--- src/rtl/per_key_event_stats_table_macros.svh ---
// ---------------------------------------------------------------------------
// Assertion macros for the per-key event statistics table
// Implication checks sampled on clk and disabled while arst_n is low.
// ---------------------------------------------------------------------------
`ifndef PER_KEY_EVENT_STATS_TABLE_MACROS_SVH
`define PER_KEY_EVENT_STATS_TABLE_MACROS_SVH

// Same-cycle implication.
`define PKES_ASSERT_NOW(label, ante, cons, msg) \
	label: assert property (@(posedge clk) disable iff (!arst_n) (ante) |-> (cons)) \
		else $error(msg);

// Next-cycle implication.
`define PKES_ASSERT_NEXT(label, ante, cons, msg) \
	label: assert property (@(posedge clk) disable iff (!arst_n) (ante) |=> (cons)) \
		else $error(msg);

`endif

--- src/rtl/pkes_pkg.sv ---
// ---------------------------------------------------------------------------
// pkes_pkg
// Shared types, sizes and the slot hash for the per-key event statistics table.
// ---------------------------------------------------------------------------
package pkes_pkg;

	localparam int ENTRIES = 1024;
	localparam int IDX_W   = (ENTRIES > 1) ? $clog2(ENTRIES) : 1;

	typedef logic [IDX_W-1:0] idx_t;

	localparam idx_t             LAST_IDX    = IDX_W'(ENTRIES - 1);
	localparam logic [IDX_W:0]   ENTRIES_EXT = (IDX_W + 1)'(ENTRIES);

	typedef enum logic [1:0] {
		ST_UPDATED  = 2'd0,
		ST_INSERTED = 2'd1,
		ST_DROPPED  = 2'd2
	} status_t;

	typedef struct packed {
		logic [31:0] process_key;
		logic [63:0] event_time;
	} req_t;

	typedef struct packed {
		status_t     status;
		logic [63:0] event_count;
		logic [63:0] gap_total;
		logic [63:0] gap_added;
	} res_t;

	typedef struct packed {
		logic        valid;
		logic [31:0] key;
		logic [63:0] count;
		logic [63:0] last_time;
		logic [63:0] gap_total;
	} entry_t;

	typedef struct packed {
		idx_t   rd_addr;
		logic   wr_en;
		idx_t   wr_addr;
		entry_t wr_data;
	} mem_cmd_t;

	// Fold the key down to a home slot in range [0, ENTRIES).
	function automatic idx_t home_slot(input logic [31:0] key);
		logic [31:0]    x;
		logic [IDX_W:0] h;
		x = key ^ (key >> 16);
		x = x ^ (x >> 8);
		h = {1'b0, x[IDX_W-1:0]};
		if (h >= ENTRIES_EXT) begin
			h = h - ENTRIES_EXT;
		end
		return h[IDX_W-1:0];
	endfunction

endpackage

--- src/rtl/pkes_ctrl.sv ---
// ---------------------------------------------------------------------------
// pkes_ctrl
// Clearing pass, open-addressing probe and read-modify-write of one record.
// ---------------------------------------------------------------------------
`include "per_key_event_stats_table_macros.svh"

module pkes_ctrl (
	input  logic               clk,
	input  logic               arst_n,
	input  logic               req_valid,
	output logic               req_stall,
	input  pkes_pkg::req_t     req,
	input  logic               out_free,
	output logic               res_push,
	output pkes_pkg::res_t     res_data,
	output pkes_pkg::mem_cmd_t cmd,
	input  pkes_pkg::entry_t   rd_data
);

	typedef enum logic [2:0] {
		S_CLEAR,
		S_IDLE,
		S_LOOK,
		S_CALC,
		S_WRITE
	} state_t;

	state_t             state_q;
	pkes_pkg::idx_t     clr_idx_q;
	pkes_pkg::idx_t     probe_idx_q;
	pkes_pkg::idx_t     probes_q;
	logic [31:0]        key_q;
	logic [63:0]        time_q;
	pkes_pkg::status_t  status_q;
	logic [63:0]        count_q;
	logic [63:0]        last_q;
	logic [63:0]        gtot_q;
	logic [63:0]        gap_q;

	pkes_pkg::idx_t next_idx;
	logic           hit;
	logic           empty;
	logic [63:0]    gtot_new;

	assign next_idx = (probe_idx_q == pkes_pkg::LAST_IDX) ? '0 : probe_idx_q + 1'b1;
	assign hit      = rd_data.valid && (rd_data.key == key_q);
	assign empty    = !rd_data.valid;
	assign gtot_new = gtot_q + gap_q;

	assign req_stall = (state_q != S_IDLE);
	assign res_push  = (state_q == S_WRITE) && out_free;

	always_comb begin
		res_data.status      = status_q;
		res_data.event_count = count_q;
		res_data.gap_total   = gtot_new;
		res_data.gap_added   = gap_q;
	end

	always_comb begin
		cmd.rd_addr           = probe_idx_q;
		cmd.wr_en             = 1'b0;
		cmd.wr_addr           = probe_idx_q;
		cmd.wr_data.valid     = 1'b1;
		cmd.wr_data.key       = key_q;
		cmd.wr_data.count     = count_q;
		cmd.wr_data.last_time = time_q;
		cmd.wr_data.gap_total = gtot_new;
		unique case (state_q)
			S_CLEAR: begin
				cmd.wr_en   = 1'b1;
				cmd.wr_addr = clr_idx_q;
				cmd.wr_data = '0;
			end
			S_IDLE: begin
				cmd.rd_addr = pkes_pkg::home_slot(req.process_key);
			end
			S_LOOK: begin
				if (!hit && !empty) begin
					cmd.rd_addr = next_idx;
				end
			end
			S_CALC: begin
			end
			S_WRITE: begin
				cmd.wr_en = out_free && (status_q != pkes_pkg::ST_DROPPED);
			end
			default: begin
			end
		endcase
	end

	always_ff @(posedge clk or negedge arst_n) begin
		if (!arst_n) begin
			state_q     <= S_CLEAR;
			clr_idx_q   <= '0;
			probe_idx_q <= '0;
			probes_q    <= '0;
			key_q       <= '0;
			time_q      <= '0;
			status_q    <= pkes_pkg::ST_UPDATED;
			count_q     <= '0;
			last_q      <= '0;
			gtot_q      <= '0;
			gap_q       <= '0;
		end else begin
			unique case (state_q)
				S_CLEAR: begin
					clr_idx_q <= clr_idx_q + 1'b1;
					if (clr_idx_q == pkes_pkg::LAST_IDX) begin
						state_q <= S_IDLE;
					end
				end
				S_IDLE: begin
					if (req_valid) begin
						key_q       <= req.process_key;
						time_q      <= req.event_time;
						probe_idx_q <= pkes_pkg::home_slot(req.process_key);
						probes_q    <= '0;
						state_q     <= S_LOOK;
					end
				end
				S_LOOK: begin
					priority if (hit) begin
						status_q <= pkes_pkg::ST_UPDATED;
						count_q  <= rd_data.count + 64'd1;
						last_q   <= rd_data.last_time;
						gtot_q   <= rd_data.gap_total;
						state_q  <= S_CALC;
					end else if (empty) begin
						status_q <= pkes_pkg::ST_INSERTED;
						count_q  <= 64'd1;
						gtot_q   <= '0;
						gap_q    <= '0;
						state_q  <= S_WRITE;
					end else if (probes_q == pkes_pkg::LAST_IDX) begin
						// every slot holds another key: drop
						status_q <= pkes_pkg::ST_DROPPED;
						count_q  <= '0;
						gtot_q   <= '0;
						gap_q    <= '0;
						state_q  <= S_WRITE;
					end else begin
						probes_q    <= probes_q + 1'b1;
						probe_idx_q <= next_idx;
					end
				end
				S_CALC: begin
					gap_q   <= (last_q != 64'd0) ? (time_q - last_q) : 64'd0;
					state_q <= S_WRITE;
				end
				S_WRITE: begin
					if (out_free) begin
						state_q <= S_IDLE;
					end
				end
				default: begin
					state_q <= S_IDLE;
				end
			endcase
		end
	end

	`PKES_ASSERT_NOW(a_write_phase, cmd.wr_en, (state_q == S_CLEAR) || (state_q == S_WRITE), "table written outside clear or write phase")
	`PKES_ASSERT_NOW(a_drop_no_write, (state_q == S_WRITE) && (status_q == pkes_pkg::ST_DROPPED), !cmd.wr_en, "dropped request wrote the table")
	`PKES_ASSERT_NEXT(a_insert_path, (state_q == S_LOOK) && empty, (state_q == S_WRITE) && (status_q == pkes_pkg::ST_INSERTED), "empty slot did not lead to insert")
	`PKES_ASSERT_NEXT(a_hit_path, (state_q == S_LOOK) && hit, (state_q == S_CALC) && (status_q == pkes_pkg::ST_UPDATED), "matching slot did not lead to update")

endmodule

--- config.mk ---
export PLATFORM = sky130hd
export DESIGN_NAME = pkes_ctrl
export DESIGN_NICKNAME = d
export VERILOG_FILES = /design/src/rtl/pkes_pkg.sv /design/src/rtl/pkes_ctrl.sv
export VERILOG_INCLUDE_DIRS = /design/src /design/src/rtl
export SDC_FILE = /design/constraint.sdc
export NUM_CORES = 1
export LEC_CHECK = 0
export ABC_CLOCK_PERIOD_IN_PS = 4890
export BUFFER_PORTS_ARGS = -buffer_cell sky130_fd_sc_hd__buf_2
export CORE_AREA = 2 2 299 301
export CTS_CLUSTER_SIZE = 28
export DETAILED_ROUTE_END_ITERATION = 6
export DIE_AREA = 0 0 301 303
export GPL_TIMING_DRIVEN = 0
export PLACE_DENSITY = 0.57
export REMOVE_ABC_BUFFERS = 1
export SETUP_SLACK_MARGIN = 0.3
export SYNTH_ARGS = -nofsm -noshare
export SYNTH_HDL_FRONTEND = slang
export SYNTH_SLANG_ARGS = --single-unit
--- constraint.sdc ---
create_clock -name clk -period 4.89 [get_ports clk]
set_input_delay 0.978 -clock clk [delete_from_list [all_inputs] [get_ports clk]]
set_output_delay 0.978 -clock clk [all_outputs]
set_load 0.05 [all_outputs]
======== Word level (Yosys, flattened, before mapping) ========
Index checks and enable logic that the tools add are counted.
word-level totals
  input bits .............................. 325
  bits in registers ....................... 387
cells by class
  reductions and logical operators ........ 15
  equality and inequality tests ........... 19
  add/sub/neg operators ................... 6
  bitwise gates (word level) .............. 2
  mux-type cells .......................... 33
operator list
  kind                     count
  $mux W64                 7
  $mux W235                1
  $pmux W64 S2             1
  $mux W10                 10
  $add A64 B1 Y64 const B  1
  $add A64 B64 Y64         1
  $reduce_bool A64 Y1      1
  $sub A64 B64 Y64         1
  $pmux W10 S2             3
  $eq A32 B32 Y1           1
  $add A10 B1 Y10 const B  3
  $eq A10 B10 Y1 const B   3
  $mux W3                  6
  $xor A18 B16 Y18         1
  $pmux W3 S5              1
  $ne A2 B2 Y1 const B     7
  $xor A10 B10 Y10         1
  $eq A3 B2 Y1 const B     2
  $mux W2                  3
  $ne A3 B1 Y1 const B     2
  $reduce_and A2 Y1        3
  $reduce_and A5 Y1        1
  $logic_and A1 B1 Y1      4
  $ne A4 B4 Y1 const B     1
  9 further kinds          10

======== Logic depth before layout (Yosys ltp) ========
  word-level depth ........................ 6
  mapped depth ............................ 14
  gate-level depth less buffers ........... 14

======== Worst setup path after synthesis ========
OpenSTA, ideal clock, no wires.
  kind .................................... register to output
  from .................................... reg gap_q[35]
  to ...................................... out cmd[63] (netlist name)
  slack ................................... -0.791 ns
  buffers on the path ..................... 1
  data arrival time ....................... 4.703 ns
  cell stages (with the launch flop) ...... 11
  cell sequence ........................... dfrtp_1 > ha_1 > buf_2 > nand4_2 > or3_1 > or3_1 > o21ba_2 > o41ai_4 > a31oi_1 > mux2i_1 > a2111oi_1
RTL lines
  what                    RTL line          source
  from (decl)             pkes_ctrl.sv:38   logic [63:0] gap_q;
  from (signal assigned)  pkes_ctrl.sv:149  gap_q <= (last_q != 64'd0) ? (time_q - last_q) : 64'd0;
  to (decl)               pkes_ctrl.sv:16   output pkes_pkg::mem_cmd_t cmd,

==> run_results.csv <==
group,metric,value,unit
synthesis,yosys.area.top_type,"dfrtp_1",
detailed_routing,drt_iter0_markers,1501,
floorplan,rows,109,
power,irDropWorstVdd,504,uV
power,power,21.3,mW
grt,grt_overflow,0,
power,power_density,610,nW/um^2
floorplan,die_y,303,um
detailed_routing,post_drt_wl_per_cell,21.2,um
worst_setup_path,path_class,"reg -> out",
floorplan,start_util,29.1,%
worst_setup_path,rr_worst_depth,13,
clock_network,clock_latency,610,ps
layout,final_cell_mix,"buf_2 (697), dfrtp_1 (372), nand2_1 (360)",
synthesis,ys_seq_elements,387,
detailed_routing,vias_per_cell,5.05,
layout,syn_to_final_growth,36.2,%
timing,hold_viol_final,0,
placement,place_ws,-721,ps
clock_network,clockBufferDepth,3,
clock_network,cts_max_level,2,
grt,grt_pass1_vias,23600,
timing,max_slew_margin,20.2,%
worst_setup_path,crit_path_top_delay_cell,"dfrtp_2",
worst_setup_path,max_stage_delay,440,ps
clock_network,clock-root-buffer,"clkbuf_16",
grt,antenna_found_initial,37,
worst_setup_path,r2r-end,"gap_q[60]$_DFFE_PN0P_",
floorplan,die_area,91200,um^2
worst_setup_path,crit_path_start_kind,"flop",
floorplan,core,88000,um^2
timing,tightest_slew,1180,ps
detailed_routing,first_pass_iters,5,
detailed_routing,vias,24700,
clock_network,holdBufCountCts,0,
placement,finalWeightedCongestion,0.897,
timing,whs,424,ps
grt,track_usage,21.7,%
synthesis,synthCells,2907,
synthesis,synth_edf_count,0,
floorplan,ios,767,
detailed_routing,ant_nets,0,
worst_setup_path,worstPathMaxFanout,5,
worst_setup_path,cp.arrival,3860,ps
clock_network,clk_pin_slew,60,ps
worst_setup_path,r2r_start,"last_q[0]$_DFFE_PN0P_",
timing,finalSetupTns,0,ps
grt,grt_first_pass_wirelength,150,mm
timing,min_period,4840,ps
min_path,hp-class,"in -> async",
timing,slew_viol_final,0,
status,outcome,"finished, final reports clean",
worst_setup_path,cp_top_family,"compound AO/OA/AOI/OAI gates",
worst_setup_path,critPathRequiredTime,3910,ps
job,drv_cap,0,
synthesis,syn_avg_cell_area,8.80,um^2
floorplan,die_w,301,um
synthesis,synth_top_area_share,37.8,%
timing,max_freq,0.207,GHz
detailed_routing,totalWireLength,104,mm
clock_network,cts_tree,"done",
worst_setup_path,path_buf_inv,2,
synthesis,synthArstFlopShare,100,%
timing,fin_worst_skew,18.9,ps
placement,dp_cells,4711,
worst_setup_path,end_kind,"output port",
detailed_routing,drc_errors,0,
timing,rsz0062_at_grt,"yes",
timing,setup_slack,49.4,ps
layout,fillers,8914,
layout,nets,4128,
placement,portBuffers,766,
layout,drive_above_1_share,33.6,%
worst_setup_path,reg2reg_slack,740,ps
placement,hpwl,80.8,mm
layout,final_common_cell,"buf_2",
synthesis,netlist_area,25600,um^2
synthesis,synth_area_leaders,"dfrtp_1 (38%), ha_1 (6.4%), and2_1 (5.5%)",
layout,final_cells,4888,
clock_network,cts_made_buffers,50,
grt,grt_max_degree,122,
synthesis,synth_cell_types,79,
clock_network,clkSinkCount,387,
synthesis,ys.flop_type,"dfrtp_1",
timing,min_period_over_period,99.0,%
synthesis,seq_area_frac_synth,37.8,%
timing,setup_viol,0,
worst_setup_path,path_cells,"ha_4 -> o21a_1 -> o21ai_2 -> a2111oi_4 -> a211oi_2 -> buf_4 -> o21ai_4 -> a31oi_4 -> o21a_4 -> o21a_4 -> o21ai_4 -> xor2_1 -> and2_1 -> buf_6",
synthesis,ys_warn_count,0,
power,power.leakage,16.9,nW
## cells in the mapped netlist (11+ instances only)
cell      count
o21bai_1     36
nand2_1     366
nand2b_1     15
a211oi_1     11
nor2b_1      15
clkbuf_1    130
and3_1       32
xor2_1      134
mux2_2       95
a21oi_1     174
nand3_1      64
a21o_1       79
or3_1        11
and2_1      225
xnor2_1     118
nand4_1      60
nor2_1      107
buf_2        11
a22o_1       71
dfrtp_1     387
o21a_1       18
nor3_1       30
ha_1        131
a31oi_1      13
nor4_1       33
inv_1       114
and4_1       13
o21ai_0     279
## cell type report
class	count	area (um^2)	share of cell area, %
Antenna cell	13	32.5	0.0933
Clock buffer	75	1500	4.29
Clock inverter	17	229	0.657
Inverter	115	438	1.26
Multi-Input combinational cell	2254	16200	46.5
Sequential cell	387	9700	27.8
Tap cell	1165	1460	4.18
Timing Repair Buffer	862	5290	15.2
## report_power, final
part           switching, mW  total, mW  internal (mW)
clock                   1.59       3.93           2.33
sequential              1.06       5.00           3.94
combinational           8.75       12.3           3.59
## kinds of logic (layout without fill, tap and decap cells)
group                    count (synthesis)  count (layout)  share of synthesized area [%]
XOR/XNOR                               252             252                           8.62
adder cells (fa/ha/maj)                133             133                           6.56
buffers and inverters                  266            1069                           3.99
flip-flops                             387             387                           37.8
AO/OA/AOI/OAI                          778             778                           19.2
multiplexers                            97              97                           4.26
other                                    0              13                              0
AND/OR/NAND/NOR                        994             994                           19.5
## through the flow
stage,cell area (um^2),utilization (%)
2_1_floorplan,25000,-
3_3_place_gp,30300,34.4
3_5_place_dp,30800,35.0
4_1_cts,34200,38.9
5_1_grt,34800,39.6
6_report,34900,39.6
## worst max-delay path by stage
stage,start,endpoint,slack (ps),depth (start not counted)
finish,gap_q[6]$_DFFE_PN0P_,cmd[62],50,14
global route,gap_q[6]$_DFFE_PN0P_,cmd[62],-90,14
global placement,rd_data[214],probes_q[5]$_DFFE_PN0P_,-12210,11
floorplan,rd_data[218],probes_q[5]$_DFFE_PN0P_,-4240,10
CTS,gap_q[0]$_DFFE_PN0P_,cmd[56],30,15
detailed placement,gap_q[0]$_DFFE_PN0P_,cmd[60],-720,14
## registers in the layout, indices dropped and copies added, names as in the netlist
register / flops
time_q: 64
probes_q: 10
count_q: 64
status_q: 2
gtot_q: 64
key_q: 32
state_q: 3
gap_q: 64
last_q: 64
clr_idx_q: 10
probe_idx_q: 10
## layer usage
| metal | up-vias | track usage (%) | routed length [um] |
|---|---|---|---|
| li1 | 11800 | - | - |
| met1 | 11900 | 28.0 | 44200 |
| met2 | 793 | 36.7 | 50500 |
| met3 | 165 | 3.40 | 5580 |
| met4 | 20 | 7.63 | 3310 |
| met5 | - | 0 | 123 |
## timing repair
item                                    CTS  global route
pin swaps                                51            41
endpoints found under the setup margin   99            80
gates resized for setup                 283           125
setup buffers                            52            20
No activity file was read; power rests on OpenSTA's default activity.
